--- src/design/micc_pkg.sv ---
// ----------------------------------------------------------------------------
// micc_pkg
// Shared constants, codes and types for the multiset intersection count table.
// ----------------------------------------------------------------------------
`default_nettype none

package micc_pkg;

    localparam int TABLE_ENTRIES = 64;
    localparam int COUNT_BITS    = 16;
    localparam int VALUE_BITS    = 32;
    localparam int STATUS_BITS   = 2;

    localparam int FIFO_DEPTH    = 2;
    localparam int FIFO_PTR_BITS = (FIFO_DEPTH > 1) ? $clog2(FIFO_DEPTH) : 1;
    localparam int FIFO_CNT_BITS = $clog2(FIFO_DEPTH + 1);

    localparam logic KIND_LOAD  = 1'b0;
    localparam logic KIND_PROBE = 1'b1;

    localparam logic [STATUS_BITS-1:0] ST_LOADED    = 2'd0;
    localparam logic [STATUS_BITS-1:0] ST_MATCHED   = 2'd1;
    localparam logic [STATUS_BITS-1:0] ST_UNMATCHED = 2'd2;
    localparam logic [STATUS_BITS-1:0] ST_FULL      = 2'd3;

    typedef struct packed {
        logic                         kind;
        logic signed [VALUE_BITS-1:0] value;
        logic                         last;
    } item_t;

    typedef struct packed {
        logic  valid;
        item_t item;
    } tbl_req_t;

endpackage

`default_nettype wire

--- src/design/micc_back.sv ---
// ----------------------------------------------------------------------------
// micc_back
// Output side: pops the queue head into the table and holds the result in an
// output register until the receiver takes it.
// ----------------------------------------------------------------------------
`default_nettype none

module micc_back (
    input  wire logic                                clk,
    input  wire logic                                rst_n,
    input  wire logic                                head_valid,
    input  wire micc_pkg::item_t                     head_item,
    output logic                                     pop,
    output micc_pkg::tbl_req_t                       req,
    input  wire logic [micc_pkg::STATUS_BITS-1:0]    table_status,
    output logic                                     out_valid,
    input  wire logic                                out_ready,
    output logic signed [micc_pkg::VALUE_BITS-1:0]   result_value,
    output logic [micc_pkg::STATUS_BITS-1:0]         status
);
    import micc_pkg::*;

    logic                         out_valid_reg, out_valid_next;
    logic signed [VALUE_BITS-1:0] value_reg;
    logic [STATUS_BITS-1:0]       status_reg;

    // advance when the output slot is empty or being drained
    assign pop        = head_valid && (!out_valid_reg || out_ready);
    assign req.valid  = pop;
    assign req.item   = head_item;

    assign out_valid_next = pop || (out_valid_reg && !out_ready);

    always_ff @(posedge clk or negedge rst_n)
    begin
        if (!rst_n)
            out_valid_reg <= 1'b0;
        else
            out_valid_reg <= out_valid_next;
    end

    always_ff @(posedge clk)
    begin
        if (pop)
        begin
            value_reg  <= head_item.value;
            status_reg <= table_status;
        end
    end

    assign out_valid    = out_valid_reg;
    assign result_value = value_reg;
    assign status       = status_reg;

    a_hold_on_stall: assert property (@(posedge clk) disable iff (!rst_n)
        out_valid_reg && !out_ready |=> out_valid_reg && $stable(value_reg)
            && $stable(status_reg))
        else $error("result changed while stalled");

    a_no_pop_on_stall: assert property (@(posedge clk) disable iff (!rst_n)
        out_valid_reg && !out_ready |-> !pop)
        else $error("table advanced over a pending result");

    a_pop_fills: assert property (@(posedge clk) disable iff (!rst_n)
        pop |=> out_valid_reg)
        else $error("popped item produced no result");

endmodule

`default_nettype wire

--- config.mk ---
export PLATFORM = sky130hd
export DESIGN_NAME = micc_back
export DESIGN_NICKNAME = d
export VERILOG_FILES = /design/src/design/micc_pkg.sv /design/src/design/micc_back.sv
export SDC_FILE = /design/constraint.sdc
export NUM_CORES = 1
export LEC_CHECK = 0
export BUFFER_PORTS_ARGS = -buffer_cell sky130_fd_sc_hd__buf_2
export CAP_MARGIN = 20
export CORE_ASPECT_RATIO = 0.7
export CORE_MARGIN = 2
export CORE_UTILIZATION = 40
export CTS_CLUSTER_DIAMETER = 40
export DETAILED_ROUTE_END_ITERATION = 8
export GPL_TIMING_DRIVEN = 0
export PLACE_DENSITY_LB_ADDON = 0.3
export SLEW_MARGIN = 15
export SYNTH_ARGS = -nofsm -noshare
export SYNTH_HDL_FRONTEND = slang
export SYNTH_SLANG_ARGS = --single-unit
--- constraint.sdc ---
create_clock -name clk -period 4.8 [get_ports clk]
set_input_delay 0.72 -clock clk [delete_from_list [all_inputs] [get_ports clk]]
set_output_delay 0.72 -clock clk [all_outputs]
set_load 0.005 [all_outputs]
Word level (Yosys, flattened, before mapping)
Index checks and enable logic that the tools add are counted.

storage, ports and cells
  input bits = 40
  flip-flop bits (word level) = 35

operators by class
  reductions and logical operators = 6

operator list
  kind               count
  1-bit logical AND  2
  1-bit logical NOT  2
  1-bit logical OR   2

Logic depth before layout (Yosys ltp)
  depth in word-level cells = 4
  depth in mapped cells = 3
  depth with buffers taken out = 2

Worst setup path after synthesis
OpenSTA, ideal clock, no wires.

  path kind = input to output
  from = input port out_ready
  to = output port req[34] (netlist bit)
  stages on the path = 3
  slack = 2.113 ns
  path buffers = 1
  required time = 4.080 ns
  data arrival time = 1.967 ns
  cells stage by stage = nand2b_1 and2_1 buf_4

between the ends
  longest elaborated chain between the ends = 2

RTL lines
  element             line             RTL
  start: declaration  micc_back.sv:17  input wire logic out_ready,
  1-bit logical OR    micc_back.sv:28  assign pop = head_valid && (!out_valid_reg || out_ready);
  1-bit logical AND   micc_back.sv:28
  end: declaration    micc_back.sv:14  output micc_pkg::tbl_req_t req,

No other way between the ends.

==> out/summary.log <==
qor: outcome.outcome finished clean
qor: drt.detailedRoute.firstIterationViolations 44
qor: drt.num_vias 934
qor: die.floorplan.initialDensity 41.9%
qor: cells_and_area.finish.net_count 228
qor: worst_setup_path.cp.required 4.08 ns
qor: sta.hold_viol_final 0
qor: clocking.ctsHtreeMaxLevel 2
qor: placed_design.preCtsSetupSlack 2.15 ns
qor: synth.synth-compound-area-share 0%
qor: sta.timing.setup.tns 0 ns
qor: die.number_of_top_level_design_ports 111
qor: power_and_ir_drop.p_per_area 326 nW/µm²
qor: clocking.cts_tree yes
qor: global_route.number_of_antenna_violations_at_the_first_check_in_global_routing 0
qor: power_and_ir_drop.totalPowerFinal 0.655 mW
qor: drt.route.detailed.drc 0
qor: synth.synthXorXnorAreaFrac 0%
qor: synth.synth_seq_area_share 78.8%
qor: worst_setup_path.worst-path-max-fanout 36
qor: synth.synthSimpleGateAreaFrac 1.41%
qor: sta.finalWorstSetupSlack 2.19 ns
qor: sta.setup-violations-final 0
qor: synth.yosys_warnings 0
qor: synth.ys_types 5
qor: sta.slew_viol_final 0
qor: flow_run.max-cap-violations 0
qor: synth.synth.cell_area 1330 µm²
qor: clocking.holdBufCountCts 0
qor: clocking.clkSinkCount 35
qor: clocking.cts_inserted_buffers 5
qor: synth.synth_top_area_cell sky130_fd_sc_hd__edfxtp_1
qor: sta.finalCriticalPeriod 2.61 ns
qor: worst_setup_path.worstSetupStartpointType input port
qor: cells_and_area.largest_register_ff_count 32
qor: worst_setup_path.crit_arrival 1.89 ns
qor: cells_and_area.fill_cells 250
qor: synth.ys_seq_elements 35
qor: synth.synth_mux_area_share 0%
qor: power_and_ir_drop.leakagePower 0.985 nW
qor: worst_setup_path.timing.setup.critical_path_class in -> out
qor: global_route.grt_usage 14.3%
qor: drt.drt-wirelength-per-cell 11.5 µm
qor: drt.routed_via_density 4.11
qor: cells_and_area.mostFrequentLayoutCell sky130_fd_sc_hd__buf_2
qor: die.die-width 72.9 µm
qor: sta.max_freq 383 MHz
qor: synth.synth_top_cell_area_share 76.9%
qor: die.core 3170 µm²
qor: cells_and_area.antenna-diode-count 0
qor: sta.fin_worst_skew 0.00238 ns
qor: synth.synthTopCellsByArea sky130_fd_sc_hd__edfxtp_1 77%, sky130_fd_sc_hd__buf_4 20%, sky130_fd_sc_hd__dfrtp_1 1.9%
qor: synth.synthesis.instances 73
qor: clocking.cts.root.buffer_cell sky130_fd_sc_hd__clkbuf_8
qor: drt.totalWireLength 2610 µm
qor: placed_design.place_congestion 0.658
qor: cells_and_area.most_frequent_cells_in_the_layout 108 x sky130_fd_sc_hd__buf_2, 35 x sky130_fd_sc_hd__buf_4, 34 x sky130_fd_sc_hd__edfxtp_1
qor: worst_setup_path.timing.reg2reg.worst_path_depth 2
qor: clocking.clk_transition_reported_paths 0.07 ns
qor: cells_and_area.drive_above_1_share 79.9%
qor: die.die-area 3800 µm²
qor: global_route.largest_net_degree_at_the_start_of_global_routing 37
qor: global_route.grt_pass1_vias 852
qor: cells_and_area.synthToLayoutAreaGrowth 51.3%
qor: synth.syn-mean-instance-area 18.2 µm²
qor: synth.synth_adder_area_share 0%
qor: sta.grt_setup_unrepaired no
qor: worst_setup_path.critical_path.endpoint_type primary output
qor: synth.syn_nets 113
qor: sta.final.period_utilization 54.4%
qor: drt.first_pass_iters 4
qor: clocking.clock_insertion_delay_worst_skew 0.28 ns
qor: power_and_ir_drop.max-vdd-ir-drop 212 µV
qor: die.rows 17
qor: drt.detail-route-antenna-nets 0
qor: clocking.post_cts_setup_buffer_count 0
qor: sta.max-slew-margin-rel 46.9%
qor: global_route.grt_first_pass_wirelength 3790 µm
qor: synth.synth_top_family_by_area buffers and inverters
qor: die.die_h 52.2 µm
qor: sta.worst_pin_slew 0.797 ns
qor: placed_design.port_buffers 108
qor: cells_and_area.fin_util 63.4%
qor: worst_hold_path.min-delay-path-class in -> async
qor: clocking.clock_path_buffers 2
qor: global_route.globalRouteOverflowTotal 0
qor: clocking.cts_repair_resize_count 0
[cell type report]
| class | count | area [µm²] | share of cell area, % |
|---|---|---|---|
| clock inverters | 1 | 5.00 | 0.249 |
| plain buffers | 35 | 263 | 13.1 |
| flip-flops and latches | 35 | 1050 | 52.1 |
| well taps | 38 | 47.5 | 2.37 |
| clock buffers | 7 | 86.3 | 4.30 |
| multi-input cells | 3 | 20.0 | 0.997 |
| repair buffers | 108 | 541 | 26.9 |
[path summary, 6_finish.rpt]
check                                from               to  slack, ns
worst min register to register  out_valid        out_valid       0.53
max in group asynchronous           rst_n        out_valid       4.51
worst max register to register  out_valid  result_value[8]       3.27
worst min-delay path                rst_n        out_valid       0.20
min in group clk                out_valid        out_valid       0.53
worst max-delay path            out_ready          req[34]       2.19
[Yosys cell counts]
cell / count
sky130_fd_sc_hd__nand2b_1: 2
sky130_fd_sc_hd__and2_1: 1
sky130_fd_sc_hd__edfxtp_1: 34
sky130_fd_sc_hd__dfrtp_1: 1
sky130_fd_sc_hd__buf_4: 35
[critical path, cell delays in order]
cell                       delay [ns]
sky130_fd_sc_hd__buf_2           0.07
sky130_fd_sc_hd__nand2b_1        0.10
sky130_fd_sc_hd__and2_2          0.67
sky130_fd_sc_hd__buf_4           0.22
sky130_fd_sc_hd__buf_2           0.10
[metrics by stage]
stage	hold WS, ns	area [µm²]	instances
after floorplan	0.424	1330	73
after global placement	0.485	1920	219
after detailed placement	0.501	1920	219
after CTS	0.195	2010	227
after global routing	0.183	2010	227
final	0.202	2010	227
[power by group]
group | internal [mW] | switching, mW
Sequential | 0.356 | 0.00359
Combinational | 0.0490 | 0.0334
Clock | 0.116 | 0.0980
Total | 0.520 | 0.135
[metal layers]
metal / part of all wire (%) / GRT usage, % / vias to the layer above
li1: - / - / 450
met2: 47 / 22.7 / 78
met5: 0 / 0 / -
met4: 2.4 / 9.26 / 0
met1: 36 / 15.3 / 399
met3: 15 / 7.12 / 7
[logic make-up after synthesis]
group / count (synthesis)
and+or+nand+nor: 3
DFF: 35
buffers and inverters: 35
(Power assumes the default switching activity.)
