## src/design/micc_pkg.sv

```systemverilog
// ----------------------------------------------------------------------------
// micc_pkg
// Shared constants, codes and types for the multiset intersection count table.
// ----------------------------------------------------------------------------
`default_nettype none

package micc_pkg;

    localparam int TABLE_ENTRIES = 64;
    localparam int COUNT_BITS    = 16;
    localparam int VALUE_BITS    = 32;
    localparam int STATUS_BITS   = 2;

    localparam int FIFO_DEPTH    = 2;
    localparam int FIFO_PTR_BITS = (FIFO_DEPTH > 1) ? $clog2(FIFO_DEPTH) : 1;
    localparam int FIFO_CNT_BITS = $clog2(FIFO_DEPTH + 1);

    localparam logic KIND_LOAD  = 1'b0;
    localparam logic KIND_PROBE = 1'b1;

    localparam logic [STATUS_BITS-1:0] ST_LOADED    = 2'd0;
    localparam logic [STATUS_BITS-1:0] ST_MATCHED   = 2'd1;
    localparam logic [STATUS_BITS-1:0] ST_UNMATCHED = 2'd2;
    localparam logic [STATUS_BITS-1:0] ST_FULL      = 2'd3;

    typedef struct packed {
        logic                         kind;
        logic signed [VALUE_BITS-1:0] value;
        logic                         last;
    } item_t;

    typedef struct packed {
        logic  valid;
        item_t item;
    } tbl_req_t;

endpackage

`default_nettype wire

```

## src/design/micc_front.sv

```systemverilog
// ----------------------------------------------------------------------------
// micc_front
// Input side: accepts items into a short queue that decouples the table stage.
// ----------------------------------------------------------------------------
`default_nettype none

module micc_front (
    input  wire logic           clk,
    input  wire logic           rst_n,
    input  wire logic           in_valid,
    output logic                in_ready,
    input  wire micc_pkg::item_t in_item,
    output logic                head_valid,
    output micc_pkg::item_t     head_item,
    input  wire logic           pop
);
    import micc_pkg::*;

    item_t                    slot_reg [FIFO_DEPTH];
    logic [FIFO_PTR_BITS-1:0] wr_ptr_reg, wr_ptr_next;
    logic [FIFO_PTR_BITS-1:0] rd_ptr_reg, rd_ptr_next;
    logic [FIFO_CNT_BITS-1:0] cnt_reg, cnt_next;
    logic                     push;
    logic                     do_pop;

    assign in_ready   = (cnt_reg != FIFO_CNT_BITS'(FIFO_DEPTH));
    assign head_valid = (cnt_reg != '0);
    assign head_item  = slot_reg[rd_ptr_reg];
    assign push       = in_valid && in_ready;
    assign do_pop     = pop && head_valid;

    always_comb
    begin
        wr_ptr_next = wr_ptr_reg;
        rd_ptr_next = rd_ptr_reg;
        cnt_next    = cnt_reg;
        if (push)
        begin
            if (wr_ptr_reg == FIFO_PTR_BITS'(FIFO_DEPTH - 1))
                wr_ptr_next = '0;
            else
                wr_ptr_next = wr_ptr_reg + FIFO_PTR_BITS'(1);
        end
        if (do_pop)
        begin
            if (rd_ptr_reg == FIFO_PTR_BITS'(FIFO_DEPTH - 1))
                rd_ptr_next = '0;
            else
                rd_ptr_next = rd_ptr_reg + FIFO_PTR_BITS'(1);
        end
        if (push && !do_pop)
            cnt_next = cnt_reg + FIFO_CNT_BITS'(1);
        else if (!push && do_pop)
            cnt_next = cnt_reg - FIFO_CNT_BITS'(1);
    end

    always_ff @(posedge clk or negedge rst_n)
    begin
        if (!rst_n)
        begin
            wr_ptr_reg <= '0;
            rd_ptr_reg <= '0;
            cnt_reg    <= '0;
        end
        else
        begin
            wr_ptr_reg <= wr_ptr_next;
            rd_ptr_reg <= rd_ptr_next;
            cnt_reg    <= cnt_next;
        end
    end

    always_ff @(posedge clk)
    begin
        if (push)
            slot_reg[wr_ptr_reg] <= in_item;
    end

    a_cnt_bound: assert property (@(posedge clk) disable iff (!rst_n)
        cnt_reg <= FIFO_CNT_BITS'(FIFO_DEPTH))
        else $error("queue count beyond depth");

    a_push_grows: assert property (@(posedge clk) disable iff (!rst_n)
        push && !do_pop |=> cnt_reg == $past(cnt_reg) + FIFO_CNT_BITS'(1))
        else $error("queue count missed a push");

    a_pop_needs_data: assert property (@(posedge clk) disable iff (!rst_n)
        pop |-> head_valid)
        else $error("pop from empty queue");

endmodule

`default_nettype wire

```

## config.mk

```make
export PLATFORM = sky130hd
export DESIGN_NAME = micc_front
export DESIGN_NICKNAME = d
export VERILOG_FILES = /design/src/design/micc_pkg.sv /design/src/design/micc_front.sv
export SDC_FILE = /design/constraint.sdc
export NUM_CORES = 1
export LEC_CHECK = 0
export ABC_AREA = 1
export BUFFER_PORTS_ARGS = -buffer_cell sky130_fd_sc_hd__buf_2
export CORE_ASPECT_RATIO = 1.5
export CORE_MARGIN = 2
export CORE_UTILIZATION = 46
export DETAILED_ROUTE_END_ITERATION = 8
export PLACE_DENSITY = 0.8
export SETUP_SLACK_MARGIN = 0.1
export SKIP_LAST_GASP = 1
export SLEW_MARGIN = 25
export SYNTH_ARGS = -nofsm -noshare
export SYNTH_HDL_FRONTEND = slang
export SYNTH_SLANG_ARGS = --single-unit
export TNS_END_PERCENT = 50
```

## constraint.sdc

```tcl
create_clock -name clk -period 2.56 [get_ports clk]
set_clock_uncertainty 0.05 [all_clocks]
set_input_delay 0.128 -clock clk [delete_from_list [all_inputs] [get_ports clk]]
set_output_delay 0.128 -clock clk [all_outputs]
set_load 0.005 [all_outputs]
```

* Yosys cells after proc, flatten, opt, wreduce, memory -nomap -nowiden
Memory sizes are Yosys's and may differ from the RTL's.
Cells that the tools add are included.
** Word-level totals
- Bits in registers :: 4
- RAM bits :: 68
- Input port bits :: 38
- Output and inout port bits :: 36
- Memories :: 1
** Operators by class
- $add $sub $neg :: 4
- Equality and inequality tests :: 1
- Muxes and demuxes :: 6
- Reduce and logical (&&, ||, !) cells :: 8
** Memory list
- slot_reg :: depth 2, bits a word 34, rd ports 1, clocked after Yosys merged registers in 0, write ports 1, RTL line micc_front.sv:19 : item_t slot_reg [FIFO_DEPTH];
** Operators by type and width (count)
- $logic_and 1x1->1 :: 4
- $mux 1 :: 4
- $mux 2 :: 2
- $reduce_bool 2->1 :: 2
- $add 1x1->1 const B :: 2
- $add 2x1->2 const B :: 1
- $logic_not 1->1 :: 2
- $ne 2x2->1 const B :: 1
- $sub 2x1->2 const B :: 1

* Logic depth before layout (Yosys ltp)
Gate-level depths: netlist of run 1.
- Word-level depth :: 6
- Mapped depth :: 10

* Least setup slack after synthesis of run 1
No wires, ideal clock.
- Kind :: flip-flop to flip-flop
- Start :: register cnt_reg[0]
- End :: memory slot_reg[0][0] (netlist name), enable pin
- Data arrival time :: 2018 ps
- Data required time :: 2085 ps
- Setup slack :: 67 ps
- Cell stages (with the launch flop) :: 5
- Period minus slack after synthesis :: 2493 ps
- Cells stage by stage :: dfrtp_1 > inv_2 > nand2_2 > nand2_2 > nor2_1
** Between the ends
- Cells in the longest elaborated chain, start to end :: 4
** Ends and longest elaborated chain
- start, declared :: RTL line micc_front.sv:22 : logic [FIFO_CNT_BITS-1:0] cnt_reg, cnt_next;
- start signal, assigned :: RTL line micc_front.sv:69 : cnt_reg <= cnt_next;
- $ne 2x2->1 :: RTL line micc_front.sv:26 : assign in_ready = (cnt_reg != FIFO_CNT_BITS'(FIFO_DEPTH));
- net in_ready :: RTL line micc_front.sv:11 : output logic in_ready,
- $logic_and 1x1->1 :: RTL line micc_front.sv:29 : assign push = in_valid && in_ready;
- $mux 1 :: RTL line micc_front.sv:75 : if (push)
- $mux 1 (implied by the code) :: RTL line micc_front.sv:76 : slot_reg[wr_ptr_reg] <= in_item;
- end, declared :: RTL line micc_front.sv:19
The timed path passes the listed nets, and every way through them passes these cells.

==> impl_metrics.tcl, run 1 <==
set metrics [dict create \
    cpMostUsedCell "nand2_1" \
    ir_drop_mv 0.7724 \
    drt_iter0_drc 43 \
    post_cts_buffers 0 \
    grt_pass1_vias 1822 \
    yosysUniqueCellTypes 16 \
    clk_latency_ns 0.33 \
    endpoint_kind "output pin" \
    yosys.area.top_type "edfxtp_1" \
    core_area_mm2 0.005786 \
    outcome "completed" \
    largest_reg_flops 68 \
    fillers 438 \
    antennaDiodeCount 0 \
    numPortBuffers 73 \
    maxSlewViolCount 0 \
    netlist_area_mm2 0.002759 \
    cts_buffers 9 \
    final_cells 399 \
    vias_per_cell 4.584 \
    syn_area_per_cell_um2 13.39 \
    cts_sinks 72 \
    fin_crit_ns 1.963 \
    ctsRootBufferMaster "clkbuf_8" \
    tritoncts "built" \
    r2r_slack_ns 0.89 \
    crit_required_ns 2.38 \
    hp-class "in2async" \
    r2r-end "slot_reg[0][1]" \
    synth_top_area_share_pct 74.01 \
    grt-ovfl-total 0 \
    power_w 0.003772 \
    yosys-top-cells-area "edfxtp_1, nand2_1, dfrtp_1, nand2_2, buf_6" \
    path_max_fanout 20 \
    worst_ep_arrival_time_ns 1.79 \
    row_count 34 \
    power_leakage_nw 1.618 \
    yosysSeqAreaShare_pct 77.64 \
    dp_hpwl_um 3325 \
    postRouteWirelength_um 5400 \
    setup_tns_ns 0 \
    cts.htree.levels 3 \
    crit_family "flip-flops" \
    synth-seq-cells 72 \
    grt_max_degree 36 \
    drv_cap 0 \
    synth_cells 206 \
    dr_total_vias 1829 \
    layout_setup_ws_ns 0.5968 \
    cp_slowest_cell "dfrtp_1" \
    path_clk_slew_ns 0.07 \
    slew_headroom_pct 50.53 \
    grt_use_total_pct 17.56 \
    area_delta_synth_final_pct 35.87 \
    hold_viol_final 0 \
    setup_viol 0 \
    io_pins 74 \
    dp_slack_ns 0.8889 \
    dieArea_mm2 0.006646 \
    worstPathCellList "buf_4 -> nand2_1 -> nand2_1 -> buf_2" \
    drt_first_pass_iters 4 \
    crit_type "reg2out" \
    grt_pass1_wl_um 8211 \
    gp_congestion 0.7221 \
    tightest_slew_ns 0.7420 \
    power_density_mw_per_mm2 1006 \
    cp.buffers_inverters 2 \
    fmax_ghz 0.5094 \
    max_stage_delay_ns 0.82 \
    multi_input_area_um2 521.8 \
    synthesis.nets 245 \
    detail-route-antenna-nets 0 \
    die_y_um 98.85 \
    crit_path_start_kind "flop" \
    die_w_um 67.23 \
    synth_warnings 0 \
    wire_per_inst_um 13.53 \
    route.detailed.drc 0 \
    num-nets-final 361 \
    drive_above_1_share_pct 32.42 \
    finalCritPeriodShare_pct 76.69 \
    rr_startpoint "cnt_reg[0]" \
    rsz0062_at_grt "false" \
    initial_core_util_pct 47.69 \
    worstRegToRegCells 5 \
    seq_area_mm2 0.002142 \
    place_inst 347 \
    cts.path.max_buffers 2 \
    timing.hold.ws_ns 0.07952 \
    antenna_found_initial 0 \
]
[Yosys cell counts, drive strengths merged]
cell    number
nand4        1
ha           1
nor2         2
xor2         1
nand3        2
edfxtp      68
dfrtp        4
xnor2        1
nand2      112
buf          7
inv          7
[worst max path at each step]
stage                     startpoint              to  slack, ns  cells after the start
after floorplan           cnt_reg[0]  slot_reg[0][0]       0.07                      4
after global placement    cnt_reg[0]  slot_reg[0][6]       0.94                      5
after detailed placement  cnt_reg[0]  slot_reg[0][6]       0.89                      5
after CTS                 rd_ptr_reg    head_item[2]       0.54                      4
after global routing      rd_ptr_reg    head_item[9]       0.41                      4
final                     rd_ptr_reg    head_item[9]       0.60                      4
[final cells by class]
cell class / count / share of cell area, %
multi-input cells: 120 / 13.92
well taps: 72 / 2.403
flip-flops and latches: 72 / 57.14
clock buffers: 10 / 3.405
clock inverters: 6 / 1.602
repair buffers: 112 / 20.63
inverters: 7 / 0.9012
[power breakdown]
group / switching (W) / internal (W) / total (W)
Combinational: 0.000707 / 0.000492 / 0.00120
Sequential: 0.000133 / 0.00161 / 0.00175
Clock: 0.000385 / 0.000443 / 0.000828
Total: 0.00122 / 0.00255 / 0.00377
[what timing repair did]
item,4_1_cts,5_1_grt
endpoints found under the hold margin,73,0
hold buffers,36,0
resized for setup,0,0
[placed cells by master, fill, tap and decap left out, drive strengths merged]
cell type      n
nand4          1
ha             1
nor2           2
inv            7
edfxtp        68
nand3          2
buf           76
dlygate4sd3   36
clkinv         2
clkbuf        10
dfrtp          4
bufinv         1
clkinvlp       3
nand2        112
xnor2          1
xor2           1
[logic make-up (layout without fill, tap and decap cells)]
group,Yosys count,after routing,share of synthesized area (%)
buffers and inverters,14,135,3.991
DFF,72,72,77.64
adders and majority gates,1,1,0.4534
xor gates and xnor gates,2,2,0.6350
and+or+nand+nor,117,117,17.28
[layer usage]
metal | track usage, % | routed length [um] | vias to the layer above
li1 | - | - | 916
met1 | 17.50 | 1892 | 844
met2 | 32.06 | 3140 | 61
met3 | 4.566 | 267 | 8
met4 | 8.948 | 100 | 0
met5 | 0 | 0 | -
[through the flow]
step	area, um^2	utilization (%)
final	3749	64.79
after global routing	3749	64.79
after CTS	3749	64.79
after detailed placement	3201	55.32
after global placement	3201	55.32
after floorplan	2759	-
No activity file was read; power rests on OpenSTA's default activity.
==> run 2, diff against run 1 <==
--- a/config.mk
+++ b/config.mk
@@ -9,9 +9,9 @@
 export BUFFER_PORTS_ARGS = -buffer_cell sky130_fd_sc_hd__buf_2
 export CORE_ASPECT_RATIO = 1.5
 export CORE_MARGIN = 2
-export CORE_UTILIZATION = 46
+export CORE_UTILIZATION = 51
 export DETAILED_ROUTE_END_ITERATION = 8
-export PLACE_DENSITY = 0.8
+export PLACE_DENSITY = 0.84
 export SETUP_SLACK_MARGIN = 0.1
 export SKIP_LAST_GASP = 1
 export SLEW_MARGIN = 25
==> constraint.sdc (replaced) <==
create_clock -name clk -period 2 [get_ports clk]
set_clock_uncertainty 0.05 [all_clocks]
set_input_delay 0.1 -clock clk [delete_from_list [all_inputs] [get_ports clk]]
set_output_delay 0.1 -clock clk [all_outputs]
set_load 0.005 [all_outputs]
==> run 2 against run 1 <==
Effect of this change:
- count of clock-buffer cells in the layout up 1
- die area is 9.3% lower
- first-iteration DRC count is 65% higher
- worst setup slack lost 0.20 ns
- combinational power grew 33%
- sequential share of layout area rose by 0.096 points
- cell count is 0.25% lower
- sequential cell count did not move
- critical path depth unchanged
- highest routed layer unchanged
- clock power is 30% higher
- wire length shrank 0.15%
==> impl_metrics.tcl, run 2 (same netlist as run 1, synthesis figures left out) <==
set metrics [dict create \
    cts.path.max_buffers 2 \
    num-nets-final 364 \
    tightest_slew_ns 0.2740 \
    io_pins 74 \
    hp-class "in2async" \
    fin_area_mm2 0.003742 \
    finalCritPeriodShare_pct 79.99 \
    route.detailed.drc 0 \
    grt_pass1_vias 1884 \
    r2r-end "cnt_reg[1]" \
    wire_per_inst_um 13.55 \
    gp_congestion 0.7186 \
    worstPathCellList "buf_4 -> nand2_1 -> nand2_1 -> buf_2" \
    setup_tns_ns 0 \
    power_leakage_nw 1.630 \
    r2r_slack_ns 0.43 \
    final_cell_mix "nand2_1, buf_2, edfxtp_1" \
    drt_first_pass_iters 4 \
    row_count 32 \
    power_density_mw_per_mm2 1300 \
    grt_pass1_wl_um 8204 \
    final_cells 398 \
    crit_type "reg2out" \
    die_w_um 64.06 \
    core_area_mm2 0.005165 \
    cp_slowest_cell "dfrtp_1" \
    detail-route-antenna-nets 0 \
    dieArea_mm2 0.006026 \
    vias_per_cell 4.678 \
    clk_latency_ns 0.34 \
    critical_path_depth 4 \
    antenna_found_initial 0 \
    worst_ep_arrival_time_ns 1.45 \
    cts.htree.levels 3 \
    use_met2_pct 36.20 \
    grt-ovfl-total 0 \
    worstRegToRegCells 9 \
    initial_core_util_pct 53.42 \
    cpMostUsedCell "nand2_1" \
    crit_family "flip-flops" \
    crit_path_start_kind "flop" \
    die_y_um 94.08 \
    dp_hpwl_um 3200 \
    cp.buffers_inverters 2 \
    max_stage_delay_ns 0.50 \
    area_delta_synth_final_pct 35.65 \
    grt_use_total_pct 19.17 \
    ctsRootBufferMaster "clkbuf_8" \
    grt_busiest_layer "met2" \
    maxSlewViolCount 0 \
    outcome "completed" \
    rsz0062_at_grt "false" \
    fin_crit_ns 1.600 \
    crit_end "head_item[2]" \
    cts_sinks 72 \
    post_cts_buffers 0 \
    grt_max_degree 36 \
    tritoncts "built" \
    dr_total_vias 1862 \
    drv_cap 0 \
    largest_reg_flops 68 \
    antennaDiodeCount 0 \
    slew_headroom_pct 81.73 \
    path_max_fanout 18 \
    drt_iter0_drc 71 \
    setup_viol 0 \
    place_inst 346 \
    ir_drop_mv 0.7593 \
    grtUsageMet3_pct 4.317 \
    grtUsageMet1_pct 17.62 \
    worstSetupStartpoint "rd_ptr_reg" \
    dp_slack_ns 0.4608 \
    cts_buffers 9 \
    postPlaceCellArea_mm2 0.003193 \
    power_w 0.004864 \
    hold_viol_final 0 \
    rr_startpoint "cnt_reg[0]" \
    crit_required_ns 1.85 \
    path_clk_slew_ns 0.07 \
    layout_setup_ws_ns 0.4003 \
    numPortBuffers 73 \
    postRouteWirelength_um 5392 \
    final_common_cell "nand2_1" \
    drive_above_1_share_pct 33.03 \
    fmax_ghz 0.6251 \
    endpoint_kind "output pin" \
]
run 2: cell count changes in the layout (fill, tap and decap cells not counted):
cell / delta
buf_12: -2
clkinv_1: -1
clkinv_4: +1
buf_4: +5
clkbuf_1: +1
clkinvlp_4: -1
run 2: final cells by class:
| type | count | area (um^2) |
|---|---|---|
| fill | 327 | 1423 |
| sequential | 72 | 2142 |
| clock inverter | 5 | 57.56 |
| tap | 68 | 85.08 |
| clock buffer | 11 | 131.4 |
| inverter | 7 | 33.78 |
| timing repair buffer | 115 | 770.7 |
| multi-input combinational | 120 | 521.8 |
run 2: repair_timing:
| item | CTS | global route |
|---|---|---|
| gates resized for setup | 0 | 0 |
| hold endpoints to repair | 73 | 0 |
| hold buffers | 36 | 0 |
run 2: worst min path at each step:
stage / start / endpoint / slack, ns / cells past startpoint
finish: rst_n / cnt_reg[1] / 0.05 / 2
detailed placement: rst_n / cnt_reg[1] / -0.14 / 1
global route: rst_n / cnt_reg[1] / 0.05 / 2
global placement: rst_n / cnt_reg[1] / -0.14 / 1
CTS: rst_n / rd_ptr_reg / 0.03 / 2
floorplan: rst_n / cnt_reg[0] / -0.25 / 0
run 2: power by group:
group | total (W) | switching [W] | internal [W]
combinational | 0.00159 | 0.000965 | 0.000623
sequential | 0.00219 | 0.000128 | 0.00206
clock | 0.00108 | 0.000510 | 0.000574
run 2: through the flow:
step | hold slack, ns | utilization, %
6_report | 0.04924 | 72.46
5_1_grt | 0.05242 | 72.46
4_1_cts | 0.02930 | 72.46
3_5_place_dp | -0.1357 | 61.82
3_3_place_gp | -0.1359 | 61.82
2_1_floorplan | -0.2456 | -
run 2: worst register-to-register path, delay by kind of cell, from the launching register on:
family | cells | cell delay [ns]
and+or+nand+nor | 5 | 0.41
buffers and inverters | 3 | 0.27
adders and majority gates | 1 | 0.31
DFF | 1 | 0.43
run 2: routing by layer:
layer / part of all wire, % / vias to the layer above
met1: 35 / 864
met5: 0 / -
met2: 57 / 53
met4: 3.8 / 0
li1: - / 925
met3: 3.9 / 20
